==> config.mk <==
export PLATFORM = sky130hd
export DESIGN_NAME = bcc_fifo
export DESIGN_NICKNAME = d
export VERILOG_FILES = /design/src/bcc_pkg.sv /design/src/bcc_fifo.sv
export SDC_FILE = /design/constraint.sdc
export NUM_CORES = 1
export LEC_CHECK = 0
export ABC_CLOCK_PERIOD_IN_PS = 4500
export BUFFER_PORTS_ARGS = -buffer_cell sky130_fd_sc_hd__buf_2
export CORE_MARGIN = 1.5
export CORE_UTILIZATION = 60
export CTS_CLUSTER_SIZE = 16
export DETAILED_ROUTE_END_ITERATION = 8
export PLACE_DENSITY = 0.83
export SLEW_MARGIN = 20
export SYNTH_ARGS = -nofsm -noshare
export SYNTH_HDL_FRONTEND = slang
export SYNTH_SLANG_ARGS = --single-unit
export TNS_END_PERCENT = 100
==> constraint.sdc <==
create_clock -name clk -period 4.5 [get_ports clk]
set_input_delay 0.675 -clock clk [delete_from_list [all_inputs] [get_ports clk]]
set_output_delay 0.675 -clock clk [all_outputs]
set_load 0.05 [all_outputs]
==> src/bcc_pkg.sv <==
// Shared constants, types and codes for the bipartite component checker.
package bcc_pkg;

  localparam int MAX_VERTICES = 1024;
  localparam int MAX_ENTRIES  = 8192;
  localparam int VW  = $clog2(MAX_VERTICES);      // vertex index width
  localparam int EW  = $clog2(MAX_ENTRIES);       // entry index width
  localparam int CW  = EW + 1;                    // entry count / degree width
  localparam int NW  = VW + 1;                    // vertex count width
  localparam int FIFO_DEPTH = 4;
  localparam int FW  = $clog2(FIFO_DEPTH);

  localparam logic [1:0] KIND_CLEAR  = 2'd0;
  localparam logic [1:0] KIND_APPEND = 2'd1;
  localparam logic [1:0] KIND_RUN    = 2'd2;

  localparam logic [1:0] COL_NONE = 2'd0;
  localparam logic [1:0] COL_SEED = 2'd1;
  localparam logic [1:0] COL_SUM  = 2'd3;

  typedef enum logic [1:0] {OP_CLEAR, OP_APPEND, OP_RUN} op_t;

  typedef struct packed {
    op_t           op;
    logic [VW-1:0] vertex;
    logic [VW-1:0] neighbour;
  } cmd_t;

  typedef enum logic [3:0] {
    ST_CLR_ADJ, ST_IDLE, ST_CLR_COL, ST_SEED_RD, ST_SEED_CHK, ST_POP,
    ST_POP_W, ST_ADJ_W, ST_EDGE_RD, ST_EDGE_W, ST_COL_W, ST_DONE
  } state_t;

endpackage

==> src/bcc_fifo.sv <==
// Short command queue between the front end and the graph engine.
module bcc_fifo (
  input  logic          clk,
  input  logic          rst_n,
  input  logic          push,
  input  bcc_pkg::cmd_t push_cmd,
  input  logic          pop,
  output logic          full,
  output logic          empty,
  output bcc_pkg::cmd_t head_cmd
);
  bcc_pkg::cmd_t            slot_r [bcc_pkg::FIFO_DEPTH];
  logic [bcc_pkg::FW-1:0]   wr_r, wr_nxt, rd_r, rd_nxt;
  logic [bcc_pkg::FW:0]     cnt_r, cnt_nxt;

  assign full     = cnt_r == (bcc_pkg::FW+1)'(bcc_pkg::FIFO_DEPTH);
  assign empty    = cnt_r == '0;
  assign head_cmd = slot_r[rd_r];

  always_comb begin
    wr_nxt  = push ? wr_r + 1'b1 : wr_r;
    rd_nxt  = pop ? rd_r + 1'b1 : rd_r;
    cnt_nxt = cnt_r + (bcc_pkg::FW+1)'(push) - (bcc_pkg::FW+1)'(pop);
  end

  always_ff @(posedge clk) begin
    if (!rst_n) begin
      wr_r  <= '0;
      rd_r  <= '0;
      cnt_r <= '0;
    end else begin
      wr_r  <= wr_nxt;
      rd_r  <= rd_nxt;
      cnt_r <= cnt_nxt;
    end
    if (push) begin
      slot_r[wr_r] <= push_cmd;
    end
  end
endmodule

==> results.toml, run 1 <==
[route]
avgRoutedWirePerCell_um = 20.8
drt.antenna.violating_nets = 0
vias = 1672
drcViolationCount = 0
drt_iter0_markers = 81
wirelength_mm = 6.10
routed_via_density = 5.71
dr.pass1.iters = 4

[clock_tree]
cts_setup_buffers = 0
insertion_delay_ns = 0.35
cts_htree_levels = 3
post_cts_resized = 0
clock_path_buffers = 2
clock_sinks = 97
numCtsBuffers = 9
tritoncts = "yes"
cts-root-buf = "clkbuf_8"
hold_buffers = 0
clkTransAtPathRegs_ns = 0.09

[worst_setup_path]
endpoint = "head_cmd[21]"
start_kind = "flop"
cp_top_family = "flip-flops"
critPathMaxStageDelay_ns = 0.85
ff2ff_path_depth = 7
rr_endpoint = "cnt_r[2]"
critPathMaxFanout = 22
path_buf_inv = 1
crit_arrival_ns = 2.07
slowest_stage = "dfxtp_2"
cp.required_ns = 3.83
critPathKind = "reg -> out"
reg2reg_setup_slack_ns = 2.68
crit_cells = 2
path_cells = "mux4_1 > buf_2"
r2r_start = "cnt_r[0]"
critPathCaptureType = "primary output"

[synth]
syn_nets = 190
syn-cell-area_mm2 = 0.00362
ys_warn_count = 0
yosysSeqAreaShare_pct = 78.0
yosys.cell_types.count = 19
synth-seq-cells = 97
postSynthCellCount = 157
syn-mean-instance-area_um2 = 23.1

[timing]
tns_ns = 0
hold_viol = 0
period_share_pct = 61.1
maxSlewHeadroom_pct = 32.5
worstMarginPinSlew_ns = 1.01
setup_viol = 0
skew_ns = 0.00980
clock.fmax_mhz = 364
final.min_clock_period_ns = 2.75
maxSlewViolCount = 0
grt_setup_unrepaired = "no"

[finish]
mostFrequentLayoutCell = "edfxtp_1"
diodes = 0
syn2layout_area_growth_pct = 14.0
drive_gt1_share_pct = 40.8
layout_common_cells = "88 x edfxtp_1, 49 x buf_2, 20 x mux4_2, 9 x clkbuf_8, 8 x dfxtp_1"
layout.nets = 246

[floorplan]
die-height_um = 80.7
start_util_pct = 61.5
die_w_um = 80.7
dieArea_mm2 = 0.00651
core_area_mm2 = 0.00589
rows = 28
num_io_pins = 50

[global_routing]
grt_pass1_wl_mm = 9.20
grt_pass1_vias = 1832
gr-usage-all-layers_pct = 20.6
antenna_found_initial = 0
grt_max_degree = 23
grt_overflow = 0

[pwr]
powerDensity_mw_per_mm2 = 467
ir_drop_mv = 0.293
p_leak_nw = 1.44
finalPower_mw = 1.93

[run_status]
status = "complete, no violations"

[placed_design]
place_congestion = 0.650
dp_hpwl_mm = 4.04
portBuffers = 49

[worst_hold_path]
hold_path_class = "in -> reg"

[flow_run]
maxCapViolCount = 0
## worst reg2reg max path, delay by kind of cell (launching register included)
kind,cells,cell delay (ns)
buf+inv,2,0.10
simple gates,1,0.11
flops,1,0.34
xor+xnor,1,0.38
fa+ha+maj,3,0.82
## cells by family after synthesis
family,Yosys count,share of synthesized area (%)
muxes,23,14.2
and+or+nand+nor,14,2.07
adders and majority gates,7,2.63
AOI/OAI and AO/OA,2,0.415
buffers and inverters,11,1.62
xor gates and xnor gates,3,1.14
DFF,97,78.0
## per-layer routing
layer	share of wire [%]	global-route usage, %
met3	5.1	4.55
met1	39	24.4
met5	0	0
met4	2.0	9.31
met2	54	36.1
## through the flow
| step | setup slack (ns) | cells | utilization (%) | hold WS, ns | instance area (um2) |
|---|---|---|---|---|---|
| 3_5_place_dp | 2.08 | 277 | 66.8 | 0.553 | 3930 |
| 2_1_floorplan | 2.41 | 157 | - | 0.499 | 3620 |
| 4_1_cts | 1.70 | 293 | 70.0 | 0.519 | 4120 |
| 3_3_place_gp | 2.12 | 277 | 66.8 | 0.515 | 3930 |
| 6_report | 1.75 | 293 | 70.1 | 0.536 | 4130 |
| 5_1_grt | 1.62 | 293 | 70.1 | 0.520 | 4130 |
## layout make-up
| class | instances | area, um2 |
|---|---|---|
| Clock inverter | 6 | 66.3 |
| Timing Repair Buffer | 49 | 245 |
| Tap cell | 75 | 93.8 |
| Clock buffer | 10 | 128 |
| Fill cell | 360 | 1760 |
| Multi-Input combinational cell | 49 | 744 |
| Sequential cell | 97 | 2820 |
| Inverter | 7 | 26.3 |
## registers in the layout, indices dropped and copies added (netlist names), named ones only
signal / flops
wr_r: 2
cnt_r: 3
slot_r: 88
rd_r: 2
## report_power, final
group          switching (mW)  internal (mW)  leakage [nW]  total (mW)
sequential             0.0350           1.03         0.883        1.07
combinational           0.205          0.105         0.463       0.310
clock                   0.287          0.259        0.0909       0.546
## worst min path at each step
stage | startpoint | end | slack (ns) | cells after the start
2_1_floorplan | rd_r[1] | flop | 0.50 | 2
3_3_place_gp | rd_r[1] | rd_r[1] | 0.51 | 2
3_5_place_dp | rd_r[1] | rd_r[1] | 0.55 | 2
4_1_cts | push_cmd[2] | slot_r[1][2] | 0.52 | 1
5_1_grt | push_cmd[15] | slot_r[2][15] | 0.52 | 1
6_report | push_cmd[2] | slot_r[1][2] | 0.54 | 1
## cell usage after synthesis
library cell / n / area (um2)
a21bo_2: 1 / 10.0
a21oi_1: 1 / 5.00
and2_1: 6 / 37.5
and3_1: 1 / 6.26
buf_2: 2 / 10.0
buf_6: 2 / 22.5
dfxtp_1: 9 / 180
edfxtp_1: 88 / 2640
fa_1: 1 / 20.0
ha_1: 6 / 75.1
inv_1: 7 / 26.3
mux2i_1: 1 / 10.0
mux4_1: 2 / 52.6
mux4_2: 20 / 450
nand3b_1: 1 / 7.51
nor2_1: 5 / 18.8
nor3_1: 1 / 5.00
xnor2_1: 2 / 17.5
xor3_1: 1 / 23.8
No activity file was read; power rests on OpenSTA's default activity.
==> inputs of run 2 (changes only) <==
Settings changed: ABC_CLOCK_PERIOD_IN_PS 4500 to 2900, CORE_UTILIZATION 60 to 56, PLACE_DENSITY 0.83 to 0.78.
Clock period 4.5 ns to 2.9 ns, I/O delays scaled along.
==> run 2 against run 1 <==
Global-route usage decreased by 3.3 points; die area is 6.9% higher; sequential share of layout area decreased by 0.82 points; clock-buffer cell count shrank 1; critical path depth rose by 1; non-clock buffer count increased by 7; final area up 1.2%; via count decreased by 0.66%; final cell count up 3.1%; register-to-register slack lost 1.6 ns; utilization shrank 4.0 points; total power up 54%; largest power group unchanged.
==> results.toml, run 2 (synthesized netlist as in run 1, its figures left out) <==
[run_status]
status = "complete, no violations"

[finish]
drive_gt1_share_pct = 41.3
layout.nets = 253
layout_common_cells = "88 x edfxtp_1, 49 x buf_2, 20 x mux4_2, 9 x clkbuf_8, 8 x dfxtp_1"
top_regs = "slot_r: 88 flops, cnt_r: 3 flops"
top_register = "slot_r"
diodes = 0
final_util_pct = 66.2
syn2layout_area_growth_pct = 15.4
final_cells = 302
mostFrequentLayoutCell = "edfxtp_1"
largest_register_ffs = 88

[worst_setup_path]
start_kind = "flop"
reg2reg_setup_slack_ns = 1.13
critPathMaxFanout = 10
critPathKind = "reg -> out"
cp.required_ns = 2.47
rr_endpoint = "cnt_r[2]"
r2r_start = "cnt_r[0]"
ff2ff_path_depth = 7
crit_arrival_ns = 1.96
critPathCaptureType = "primary output"

[clock_tree]
tritoncts = "yes"
insertion_delay_ns = 0.35
clock_path_buffers = 2
clkTransAtPathRegs_ns = 0.09
post_cts_resized = 0
cts_htree_levels = 3
cts-root-buf = "clkbuf_8"
clock_sinks = 97
cts_setup_buffers = 0
numCtsBuffers = 9
hold_buffers = 0

[worst_hold_path]
hold_depth = 1
min_from = "push_cmd[17]"
hold_path_class = "in -> reg"
hold_path_end = "slot_r[2][17]"

[timing]
final.min_clock_period_ns = 2.39
skew_ns = 0.00952
clock.fmax_mhz = 418
grt_setup_unrepaired = "no"
hold_viol = 0
maxSlewViolCount = 0
whs_ns = 0.290
tns_ns = 0
worstMarginPinSlew_ns = 0.372
maxSlewHeadroom_pct = 75.2
setup_viol = 0
period_share_pct = 82.4

[global_routing]
grt_pass1_vias = 1758
grt_pass1_wl_mm = 8.67
antenna_found_initial = 0
grt_max_degree = 23
gr-usage-all-layers_pct = 17.3
grt_overflow = 0

[placed_design]
portBuffers = 49
dp_hpwl_mm = 3.52
place_inst = 286
place_congestion = 0.719

[route]
wirelength_mm = 5.51
drt.antenna.violating_nets = 0
vias = 1661
routed_via_density = 5.50
drt_iter0_markers = 84
dr.pass1.iters = 4
avgRoutedWirePerCell_um = 18.2
drcViolationCount = 0

[pwr]
powerDensity_mw_per_mm2 = 711
p_leak_nw = 1.48
ir_drop_mv = 0.437

[flow_run]
maxCapViolCount = 0

[floorplan]
die_w_um = 83.4
num_io_pins = 50
core_area_mm2 = 0.00631
start_util_pct = 57.4
dieArea_mm2 = 0.00696
rows = 29
die-height_um = 83.4
[run 2: critical path: stages, from the launching register on]
cell and delay, ns:
dfxtp_2 0.53, buf_4 0.27, mux4_1 0.58, buf_2 0.23
[run 2: where the power goes]
group / leakage [nW] / total (mW) / switching [mW] / internal (mW)
combinational: 0.496 / 0.498 / 0.328 / 0.170
clock: 0.101 / 0.835 / 0.436 / 0.398
sequential: 0.883 / 1.64 / 0.0350 / 1.60
total: 1.48 / 2.97 / 0.799 / 2.17
[run 2: area by class of cell]
cell class	count	area, um2
tap	77	96.3
sequential	97	2820
multi-input combinational	49	739
inverter	7	26.3
fill	434	2140
clock inverter	7	70.1
timing repair buffer	56	298
clock buffer	9	124
[run 2: how the worst max path moves through the flow]
stage | endpoint | slack (ns)
finish | head_cmd[21] | 0.51
global route | head_cmd[21] | 0.38
CTS | head_cmd[21] | 0.44
detailed placement | head_cmd[21] | 0.84
global placement | head_cmd[21] | 0.86
floorplan | empty | 1.05
[run 2: stage by stage]
| stage | power (mW) | setup WS (ns) | area (um2) |
|---|---|---|---|
| finish | 2.97 | 0.509 | 4180 |
| detailed placement | 2.17 | 0.842 | 3980 |
| global placement | 2.16 | 0.858 | 3980 |
| floorplan | 2.05 | 1.05 | 3620 |
| CTS | 3.01 | 0.435 | 4180 |
| global route | 3.08 | 0.376 | 4180 |
[run 2: metal layers]
metal	global-route usage [%]	part of all wire, %
met5	0	0
met1	19.8	40
met4	10.3	3.3
met3	5.96	5.4
met2	28.5	51
