<file path="config.mk">
export PLATFORM = sky130hd
export DESIGN_NAME = bcc_front_flat
export DESIGN_NICKNAME = d
export VERILOG_FILES = /design/src/bcc_pkg.sv /design/src/bcc_ifs.sv /design/src/bcc_front.sv /design/src/flat_wrapper.sv
export SDC_FILE = /design/constraint.sdc
export NUM_CORES = 1
export LEC_CHECK = 0
export BUFFER_PORTS_ARGS = -buffer_cell sky130_fd_sc_hd__buf_2
export CAP_MARGIN = 40
export CORE_ASPECT_RATIO = 0.9
export CORE_MARGIN = 2
export CORE_UTILIZATION = 28
export DETAILED_ROUTE_END_ITERATION = 8
export PLACE_DENSITY = 0.67
export SLEW_MARGIN = 20
export SYNTH_ARGS = -nofsm -noshare
export SYNTH_HDL_FRONTEND = slang
export SYNTH_SLANG_ARGS = --single-unit
</file>
<file path="constraint.sdc">
create_clock -name clk -period 1.2 [get_ports clk]
set_clock_uncertainty 0.1 [all_clocks]
set_input_delay 0 -clock clk [delete_from_list [all_inputs] [get_ports clk]]
set_output_delay 0 -clock clk [all_outputs]
set_load 0.005 [all_outputs]
</file>
<file path="src/bcc_pkg.sv">
// Shared constants, types and codes for the bipartite component checker.
package bcc_pkg;

  localparam int MAX_VERTICES = 1024;
  localparam int MAX_ENTRIES  = 8192;
  localparam int VW  = $clog2(MAX_VERTICES);      // vertex index width
  localparam int EW  = $clog2(MAX_ENTRIES);       // entry index width
  localparam int CW  = EW + 1;                    // entry count / degree width
  localparam int NW  = VW + 1;                    // vertex count width
  localparam int FIFO_DEPTH = 4;
  localparam int FW  = $clog2(FIFO_DEPTH);

  localparam logic [1:0] KIND_CLEAR  = 2'd0;
  localparam logic [1:0] KIND_APPEND = 2'd1;
  localparam logic [1:0] KIND_RUN    = 2'd2;

  localparam logic [1:0] COL_NONE = 2'd0;
  localparam logic [1:0] COL_SEED = 2'd1;
  localparam logic [1:0] COL_SUM  = 2'd3;

  typedef enum logic [1:0] {OP_CLEAR, OP_APPEND, OP_RUN} op_t;

  typedef struct packed {
    op_t           op;
    logic [VW-1:0] vertex;
    logic [VW-1:0] neighbour;
  } cmd_t;

  typedef enum logic [3:0] {
    ST_CLR_ADJ, ST_IDLE, ST_CLR_COL, ST_SEED_RD, ST_SEED_CHK, ST_POP,
    ST_POP_W, ST_ADJ_W, ST_EDGE_RD, ST_EDGE_W, ST_COL_W, ST_DONE
  } state_t;

endpackage

</file>
<file path="src/bcc_ifs.sv">
// Channel interfaces: request input, result output and configuration write.
interface bcc_in_if;
  logic       valid;
  logic       ready;
  logic [1:0] kind;
  logic [9:0] vertex;
  logic [9:0] neighbour;
  modport source (output valid, kind, vertex, neighbour, input ready);
  modport sink   (input valid, kind, vertex, neighbour, output ready);
endinterface


</file>
<file path="src/bcc_front.sv">
// Front end: accept requests, decode the kind and drop unused codes.
module bcc_front (
  input  logic          clk,
  input  logic          rst_n,
  bcc_in_if.sink        in_chan,
  input  logic          fifo_full,
  output logic          push,
  output bcc_pkg::cmd_t cmd
);
  logic          cmd_v_r, cmd_v_nxt;
  bcc_pkg::cmd_t cmd_r, cmd_nxt;
  logic          take;
  logic          known;
  bcc_pkg::op_t  op;

  assign push          = cmd_v_r && !fifo_full;
  assign in_chan.ready = !cmd_v_r || !fifo_full;
  assign take          = in_chan.valid && in_chan.ready;
  assign cmd           = cmd_r;

  always_comb begin
    known = 1'b1;
    op    = bcc_pkg::OP_CLEAR;
    unique case (in_chan.kind)
      bcc_pkg::KIND_CLEAR:  op = bcc_pkg::OP_CLEAR;
      bcc_pkg::KIND_APPEND: op = bcc_pkg::OP_APPEND;
      bcc_pkg::KIND_RUN:    op = bcc_pkg::OP_RUN;
      default:              known = 1'b0;
    endcase
  end

  always_comb begin
    cmd_v_nxt = cmd_v_r && !push;
    cmd_nxt   = cmd_r;
    if (take) begin
      cmd_v_nxt = known;
      cmd_nxt   = '{op: op, vertex: in_chan.vertex, neighbour: in_chan.neighbour};
    end
  end

  always_ff @(posedge clk) begin
    if (!rst_n) begin
      cmd_v_r <= 1'b0;
    end else begin
      cmd_v_r <= cmd_v_nxt;
    end
    cmd_r <= cmd_nxt;
  end
endmodule

</file>
<file path="src/flat_wrapper.sv">
// flat-port wrapper written by rule: the top's interface ports become plain ports
module bcc_front_flat 
  (clk, rst_n, fifo_full, push, cmd, in_chan_valid, in_chan_kind, in_chan_vertex, in_chan_neighbour, in_chan_ready);
  bcc_in_if in_chan_i ();
  input  logic clk;
  input  logic rst_n;
  input  logic fifo_full;
  output logic push;
  output bcc_pkg::cmd_t cmd;
  input wire logic [$bits(in_chan_i.valid)-1:0] in_chan_valid;
  input wire logic [$bits(in_chan_i.kind)-1:0] in_chan_kind;
  input wire logic [$bits(in_chan_i.vertex)-1:0] in_chan_vertex;
  input wire logic [$bits(in_chan_i.neighbour)-1:0] in_chan_neighbour;
  output wire logic [$bits(in_chan_i.ready)-1:0] in_chan_ready;
  assign in_chan_i.valid = in_chan_valid;
  assign in_chan_i.kind = in_chan_kind;
  assign in_chan_i.vertex = in_chan_vertex;
  assign in_chan_i.neighbour = in_chan_neighbour;
  assign in_chan_ready = in_chan_i.ready;
  bcc_front u_core (.clk(clk), .rst_n(rst_n), .in_chan(in_chan_i), .fifo_full(fifo_full), .push(push), .cmd(cmd));
endmodule
</file>
==> impl_metrics.tcl, run 1 <==
set metrics [dict create \
    placementRows 17 \
    setup_viol 0 \
    routabilityCongestion 0.648 \
    grt_pass1_wl_mm 2.20 \
    fin_ws_ns 0.108 \
    pwr_density_cell_nw_per_um2 1130 \
    fillers 214 \
    die_width_um 57.9 \
    synthCells 30 \
    cp_data_required_time_ns 1.10 \
    area_growth_syn_to_layout_pct 79.0 \
    regArea_um2 681 \
    min_period_ns 1.09 \
    coreArea_um2 2470 \
    final_cell_mix "buf_2, dlygate4sd3_1, edfxtp_1, nor2b_1, clkbuf_4" \
    ys_top_cells_by_area "edfxtp_1, dfxtp_1, nor2b_1" \
    vias 560 \
    cp-end-kind "primary output" \
    clock_path_buffers 2 \
    clock_latency_ns 0.30 \
    postCtsSetupBuffers 0 \
    placed_area_um2 1020 \
    post_layout_nonfiller_instances 138 \
    relSlewSlack 0.894 \
    hold_viol_final 0 \
    avgSynthCellArea_um2 24.4 \
    vias_per_cell 4.06 \
    synth.cell_area_um2 732 \
    holdCritPathClass "in -> reg" \
    track_usage 0.0995 \
    antenna_found_initial 0 \
    ys_warn_count 0 \
    grt_start_max_net_pins 23 \
    drc_errors 0 \
    finalCritPeriodShare 0.910 \
    io_buffer_count 49 \
    arrival_ns 0.99 \
    yosysSeqAreaShare 0.930 \
    status "completed" \
    hold_ws_ns 0.290 \
    multi_input_area_um2 63.8 \
    rsz0062_at_grt "false" \
    drt_wl_total_mm 1.64 \
    nNetsFinal 137 \
    cts_tree "done" \
    synth_nets 56 \
    cts_buffers 3 \
    htreeDepth 1 \
    gr-total-overflow 0 \
    wire_per_inst_um 11.9 \
    cts_root_buffer "clkbuf_4" \
    power_leakage_nw 0.570 \
    maxSlewViolCount 0 \
    io_pins 50 \
    clock.fmax_mhz 916 \
    fin_area_um2 1310 \
    synthDistinctLibCells 7 \
    drv_cap 0 \
    crit_path_start_kind "flip-flop" \
    final_util 0.531 \
    dp.cells 108 \
    mostFrequentLayoutCell "buf_2" \
    ys_seq_elements 23 \
    place_ws_ns 0.0652 \
    first_iter_violations 3 \
    die_h_um 52.5 \
    diodes 0 \
    dieArea_um2 3040 \
    tns_ns 0 \
    first_pass_iters 2 \
    clock-sinks 23 \
    ir_worst_vdd_uv 658 \
    clkTransAtPathRegs_ns 0.13 \
    finalPower_mw 1.48 \
    yosysTopAreaCell "edfxtp_1" \
    tightest_slew_ns 0.159 \
    final_antenna_net_count 0 \
    yosys.area.top_type_share 0.903 \
    worstSetupPathType "reg -> out" \
    crit_fanout 3 \
    drive_above_1_share 0.527 \
    grt_pass1_vias 540 \
    start_util 0.297 \
]
==> critical path, cell delays in order, from the launching register on <==
cell and delay (ns):
dfxtp_1 0.36, nand2_2 0.08, buf_4 0.14, buf_2 0.12
==> final cells by class <==
cell class / instances / area share
Clock buffer: 3 / 0.0172
Clock inverter: 1 / 0.00382
Multi-Input combinational cell: 8 / 0.0487
Sequential cell: 23 / 0.520
Tap cell: 28 / 0.0267
Timing Repair Buffer: 75 / 0.384
==> power by group <==
part	switching [mW]	internal [mW]
logic	0.0713	0.125
registers	0.0101	0.935
clock network	0.218	0.124
==> state kept, by name (all words and copies together), names as in the netlist <==
name / flops
u_core.cmd: 22
u_core.cmd_v_r: 1
==> logic make-up after synthesis <==
group / share of synthesized area
and+or+nand+nor: 0.0410
AOI/OAI and AO/OA: 0.0291
DFF: 0.930
==> cell usage after synthesis <==
library cell	count
edfxtp_1	22
nor2b_1	3
a21bo_1	1
a21boi_2	1
and2_2	1
dfxtp_1	1
nand2_1	1
==> routing by layer <==
layer,global-route usage,vias up,routed length (um)
li1,-,277,-
met1,0.0986,256,627
met2,0.188,27,868
met3,0.0395,0,146
met4,0.0349,0,0
met5,0,-,0
==> final timing paths <==
kind | start | to | slack, ns | cells after the start
hold reg to reg | u_core.cmd_v_r | u_core.cmd_v_r | 0.51 | 3
setup reg to reg | u_core.cmd_v_r | u_core.cmd[9] | 0.15 | 2
setup / recovery | u_core.cmd_v_r | in_chan_ready | 0.11 | 3
hold / removal | in_chan_neighbour[8] | u_core.cmd[8] | 0.29 | 2
==> timing repair <==
action                                 in CTS  in global routing
endpoints found under the hold margin      23                  0
setup endpoints to repair                   0                 20
hold buffers                               25                  0
resized for setup                           0                  2
No activity file was read; power rests on OpenSTA's default activity.
==> run 2, diff against run 1 <==
--- a/config.mk
+++ b/config.mk
@@ -5,12 +5,15 @@
 export SDC_FILE = /design/constraint.sdc
 export NUM_CORES = 1
 export LEC_CHECK = 0
+export ABC_AREA = 1
 export BUFFER_PORTS_ARGS = -buffer_cell sky130_fd_sc_hd__buf_2
 export CAP_MARGIN = 40
 export CORE_ASPECT_RATIO = 0.9
 export CORE_MARGIN = 2
 export CORE_UTILIZATION = 28
 export DETAILED_ROUTE_END_ITERATION = 8
+export GPL_ROUTABILITY_DRIVEN = 1
+export HOLD_SLACK_MARGIN = 0.08
 export PLACE_DENSITY = 0.67
 export SLEW_MARGIN = 20
 export SYNTH_ARGS = -nofsm -noshare
==> run 2 against run 1 <==
Sequential cell count did not move. Synthesized area rose by 0.51%. Die area rose by 0.47%. Sequential power barely moved. Hold slack improved by 0.00090 ns. Non-clock buffer count fell by 1. Cell area fell by 0.38%. Global-route usage rose by 0.80 points. Register-to-register slack got worse by 0.04 ns. Sequential share of layout area rose by 0.20 points. Synthesized cell count rose by 17%.
==> impl_metrics.tcl, run 2 <==
set metrics [dict create \
    antenna_found_initial 0 \
    yosys_most_used_dff "edfxtp_1" \
    ys_warn_count 0 \
    crit_fanout 11 \
    yosysMostFrequentCell "edfxtp_1" \
    tightest_slew_ns 0.158 \
    start_util 0.298 \
    largest_reg_flops 22 \
    first_pass_iters 2 \
    cp_data_required_time_ns 1.12 \
    io_pins 50 \
    diodes 0 \
    final_util 0.529 \
    tns_ns 0 \
    first_iter_violations 4 \
    area_growth_syn_to_layout_pct 77.4 \
    grt_pass1_wl_mm 2.35 \
    arrival_ns 1.01 \
    cts_root_buffer "clkbuf_4" \
    rsz0062_at_grt "false" \
    vias 576 \
    htreeDepth 1 \
    synthCells 35 \
    finalCritPeriodShare 0.908 \
    mostFrequentLayoutCell "buf_2" \
    cts_buffers 3 \
    placed_area_um2 1020 \
    drv_cap 0 \
    ys_top_cells_by_count "edfxtp_1, inv_1, nor2_1, nand2_1" \
    fillers 225 \
    grt_start_max_net_pins 23 \
    clkTransAtPathRegs_ns 0.13 \
    die_h_um 52.6 \
    clock_latency_ns 0.31 \
    ys_top_cells_by_area "edfxtp_1, dfxtp_1, inv_1" \
    wire_per_inst_um 10.7 \
    pwr_density_cell_nw_per_um2 1140 \
    yosysTopAreaCell "edfxtp_1" \
    hold_viol_final 0 \
    path_buf_inv 2 \
    finalPower_mw 1.48 \
    drt_wl_total_mm 1.51 \
    fin_area_um2 1310 \
    holdCritPathClass "in -> reg" \
    cpPeakStageDelay_ns 0.54 \
    synth_edf_count 22 \
    crit_chain "dlygate4sd3_1 -> buf_2 -> nand2_2 -> and2_4" \
    final_cell_mix "buf_2, dlygate4sd3_1, edfxtp_1, inv_1" \
    routabilityCongestion 0.637 \
    min_period_ns 1.09 \
    die_width_um 58.0 \
    maxSlewViolCount 0 \
    yosys.area.top_type_share 0.898 \
    synth_nets 61 \
    cts_tree "done" \
    clock_path_buffers 2 \
    critPathTopFamily "buffers and inverters" \
    ys_seq_elements 23 \
    nNetsFinal 141 \
    synthSimpleGateAreaFrac 0.0425 \
    synthXorXnorAreaFrac 0 \
    placementRows 17 \
    final_antenna_net_count 0 \
    coreArea_um2 2470 \
    synth.cell_area_um2 736 \
    setup_viol 0 \
    synthMuxAreaShare 0 \
    relSlewSlack 0.895 \
    cp-end-kind "flip-flop" \
    avgSynthCellArea_um2 21.0 \
    vias_per_cell 4.06 \
    ir_worst_vdd_uv 879 \
    synthAdderAreaFrac 0 \
    grt_pass1_vias 593 \
    crit_path_start_kind "input pin" \
    worstSetupPathType "in -> reg" \
    synthDistinctLibCells 8 \
    io_buffer_count 49 \
    track_usage 0.108 \
    gr-total-overflow 0 \
    clock.fmax_mhz 917 \
    slowest_stage "dlygate4sd3_1" \
    synth_top_family_by_area "simple AND/OR/NAND/NOR gates" \
    drc_errors 0 \
    postSynth.asyncResetShare 0 \
    clock-sinks 23 \
    power_leakage_nw 0.580 \
    yosysSeqAreaShare 0.925 \
    drive_above_1_share 0.500 \
    synth_compound_area_frac 0.0119 \
    dieArea_um2 3050 \
    status "completed" \
]
==> run 2: stage by stage <==
step / cells / hold WS [ns] / setup slack [ns]
floorplan: 35 / -0.0689 / 0.112
global placement: 112 / 0.0765 / 0.0500
global route: 142 / 0.265 / 0.0470
detailed placement: 112 / 0.0786 / 0.0279
CTS: 141 / 0.273 / 0.00497
finish: 142 / 0.291 / 0.110
==> run 2: per-layer routing <==
layer | vias up | track usage | wire length, um
met4 | 0 | 0.0116 | 0
met3 | 0 | 0.0543 | 141
met2 | 33 | 0.214 | 813
li1 | 284 | - | -
met1 | 259 | 0.100 | 558
met5 | - | 0 | 0
==> run 2: final timing paths <==
kind	from	end	slack, ns	depth (start not counted)
hold / removal	in_chan_neighbour[8]	u_core.cmd[8]	0.29	2
setup reg to reg	u_core.cmd_v_r	u_core.cmd[1]	0.11	2
hold reg to reg	u_core.cmd_v_r	u_core.cmd_v_r	0.43	2
setup / recovery	fifo_full	u_core.cmd[1]	0.11	4
==> run 2: area by class of cell <==
type | instances | area (um2) | area share
multi-input cells | 9 | 51.3 | 0.0393
well taps | 28 | 35.0 | 0.0268
inverters | 4 | 15.0 | 0.0115
clock inverters | 1 | 5.00 | 0.00384
flip-flops and latches | 23 | 681 | 0.522
repair buffers | 74 | 495 | 0.380
clock buffers | 3 | 22.5 | 0.0173
==> run 2: cells by family (layout without fill, tap and decap cells) <==
logic type,after synthesis,in the layout
compound gates,1,1
buf+inv,4,82
flops,23,23
simple gates,7,8
==> run 2: worst reg2reg max path, cell delays in order, from the launching register on <==
cell,delay (ns)
dfxtp_1,0.35
nand2_2,0.10
and2_4,0.24
==> run 2: power breakdown <==
part           leakage (nW)  internal, mW  switching, mW
clock network        0.0177         0.124          0.222
logic                 0.340         0.121         0.0701
registers             0.222         0.935         0.0105
total                 0.580          1.18          0.302
==> run 2: what timing repair did <==
action / 4_1_cts / 5_1_grt
hold endpoints to repair: 23 / 0
setup buffers: 0 / 0
hold buffers: 25 / 0
endpoints found under the setup margin: 0 / 22
resized for setup: 0 / 1
==> run 3, diff against run 2 <==
--- a/config.mk
+++ b/config.mk
@@ -15,6 +15,7 @@
 export GPL_ROUTABILITY_DRIVEN = 1
 export HOLD_SLACK_MARGIN = 0.08
 export PLACE_DENSITY = 0.67
+export REMOVE_ABC_BUFFERS = 1
 export SLEW_MARGIN = 20
 export SYNTH_ARGS = -nofsm -noshare
 export SYNTH_HDL_FRONTEND = slang
==> run 3 against run 2 <==
Via count up 5.6%. Combinational power up 16%. Largest cell class unchanged. Clock power up 3%. First-iteration DRC count up 130%. Critical path type is now reg -> reg. Global-route usage up 1.1 points. Cell area up 4.5%. Worst setup slack worse by 0.042 ns.
==> impl_metrics.tcl, run 3 (synthesis results as in run 2) <==
set metrics [dict create \
    status "completed" \
    final_util 0.553 \
    track_usage 0.118 \
    critPathTopFamily "flip-flops" \
    crit_chain "nand2_2 -> and2_4 -> buf_6" \
    grt_pass1_vias 621 \
    mostFrequentLayoutCell "buf_2" \
    largest_reg_flops 22 \
    placementRows 17 \
    first_pass_iters 3 \
    io_buffer_count 49 \
    path_buf_inv 1 \
    pwr_density_cell_nw_per_um2 1120 \
    power.net_switching_uw 321 \
    vias 608 \
    routabilityCongestion 0.684 \
    dieArea_um2 3050 \
    die_width_um 58.0 \
    cts_buffers 3 \
    tightest_slew_ns 0.149 \
    die_h_um 52.6 \
    slowest_stage "dfxtp_2" \
    hold_ws_ns 0.284 \
    power.internal_mw 1.20 \
    arrival_ns 1.06 \
    clock_latency_ns 0.31 \
    clock.fmax_mhz 883 \
    area_growth_syn_to_layout_pct 85.4 \
    cp-end-kind "flip-flop" \
    drc_errors 0 \
    nNetsFinal 144 \
    cpPeakStageDelay_ns 0.35 \
    vias_per_cell 4.19 \
    r2r-end "u_core.cmd[8]" \
    htreeDepth 1 \
    drive_above_1_share 0.521 \
    wire_per_inst_um 12.0 \
    crit_fanout 7 \
    fin_ws_ns 0.0681 \
    hold_viol_final 0 \
    cts_root_buffer "clkbuf_4" \
    antenna_found_initial 0 \
    grt_pass1_wl_mm 2.56 \
    p_sw_frac 0.210 \
    first_iter_violations 9 \
    diodes 0 \
    cts_tree "done" \
    worstSetupPathType "reg -> reg" \
    drt_wl_total_mm 1.74 \
    post_layout_nonfiller_instances 145 \
    hold_depth 2 \
    drv_cap 0 \
    coreArea_um2 2470 \
    maxSlewViolCount 0 \
    min_period_ns 1.13 \
    finalCritPeriodShare 0.943 \
    ir_worst_vdd_uv 1010 \
    reg2reg_depth 3 \
    tns_ns 0 \
    setup_viol 0 \
    min-delay-start "in_chan_neighbour[6]" \
    min_to "u_core.cmd[6]" \
    crit_path_start_kind "flip-flop" \
    start_util 0.298 \
    clockPowerShare 0.235 \
    clock_path_buffers 2 \
    finalPower_mw 1.52 \
    clkTransAtPathRegs_ns 0.13 \
    placed_area_um2 1040 \
    gr-total-overflow 0 \
    fin_area_um2 1360 \
    reg2reg_slack_ns 0.07 \
    final_cell_mix "buf_2, dlygate4sd3_1, edfxtp_1, inv_1" \
    place_ws_ns 0.0100 \
    io_pins 50 \
    r2r-start "u_core.cmd_v_r" \
    clock-sinks 23 \
    rsz0062_at_grt "false" \
    holdCritPathClass "in -> reg" \
    combPwrFrac 0.145 \
    final_antenna_net_count 0 \
    seqPwrFrac 0.620 \
    grt_start_max_net_pins 16 \
    relSlewSlack 0.901 \
    power_leakage_nw 0.604 \
    dp.cells 114 \
    cp_data_required_time_ns 1.13 \
]
run 3: repair_timing:
action	in CTS	in global routing
setup buffers	0	1
hold endpoints to repair	23	0
hold buffers	25	0
resized for setup	1	2
setup endpoints to repair	13	9
gates cloned	0	1
run 3: layer usage:
layer / up-vias / track usage / part of all wire
met2: 31 / 0.242 / 0.58
met3: 2 / 0.0617 / 0.093
li1: 290 / - / -
met4: 0 / 0.0233 / 0.0063
met1: 285 / 0.0986 / 0.32
met5: - / 0 / 0
run 3: worst max path at each step:
stage / from / slack [ns] / end / cells after the start
floorplan: u_core.cmd_v_r / -0.26 / u_core.cmd[0] / 2
global route: u_core.cmd_v_r / 0.01 / u_core.cmd[19] / 3
finish: u_core.cmd_v_r / 0.07 / u_core.cmd[8] / 3
global placement: u_core.cmd_v_r / 0.06 / u_core.cmd[16] / 3
CTS: u_core.cmd_v_r / 0.04 / u_core.cmd[8] / 3
detailed placement: u_core.cmd_v_r / 0.01 / u_core.cmd[8] / 3
run 3: area by class of cell:
type	count	area [um2]
Timing Repair Buffer	78	559
Clock buffer	3	22.5
Fill cell	195	1100
Clock inverter	1	7.51
Sequential cell	23	682
Multi-Input combinational cell	8	42.5
Tap cell	28	35.0
Inverter	4	15.0
run 3: power groups by stage:
| stage | sequential [mW] | clock [mW] | combinational (mW) |
|---|---|---|---|
| floorplan | 0.973 | 0 | 0.0249 |
| global placement | 0.963 | 0 | 0.134 |
| detailed placement | 0.964 | 0 | 0.140 |
| CTS | 0.946 | 0.378 | 0.205 |
| global route | 0.950 | 0.415 | 0.239 |
| finish | 0.946 | 0.358 | 0.221 |
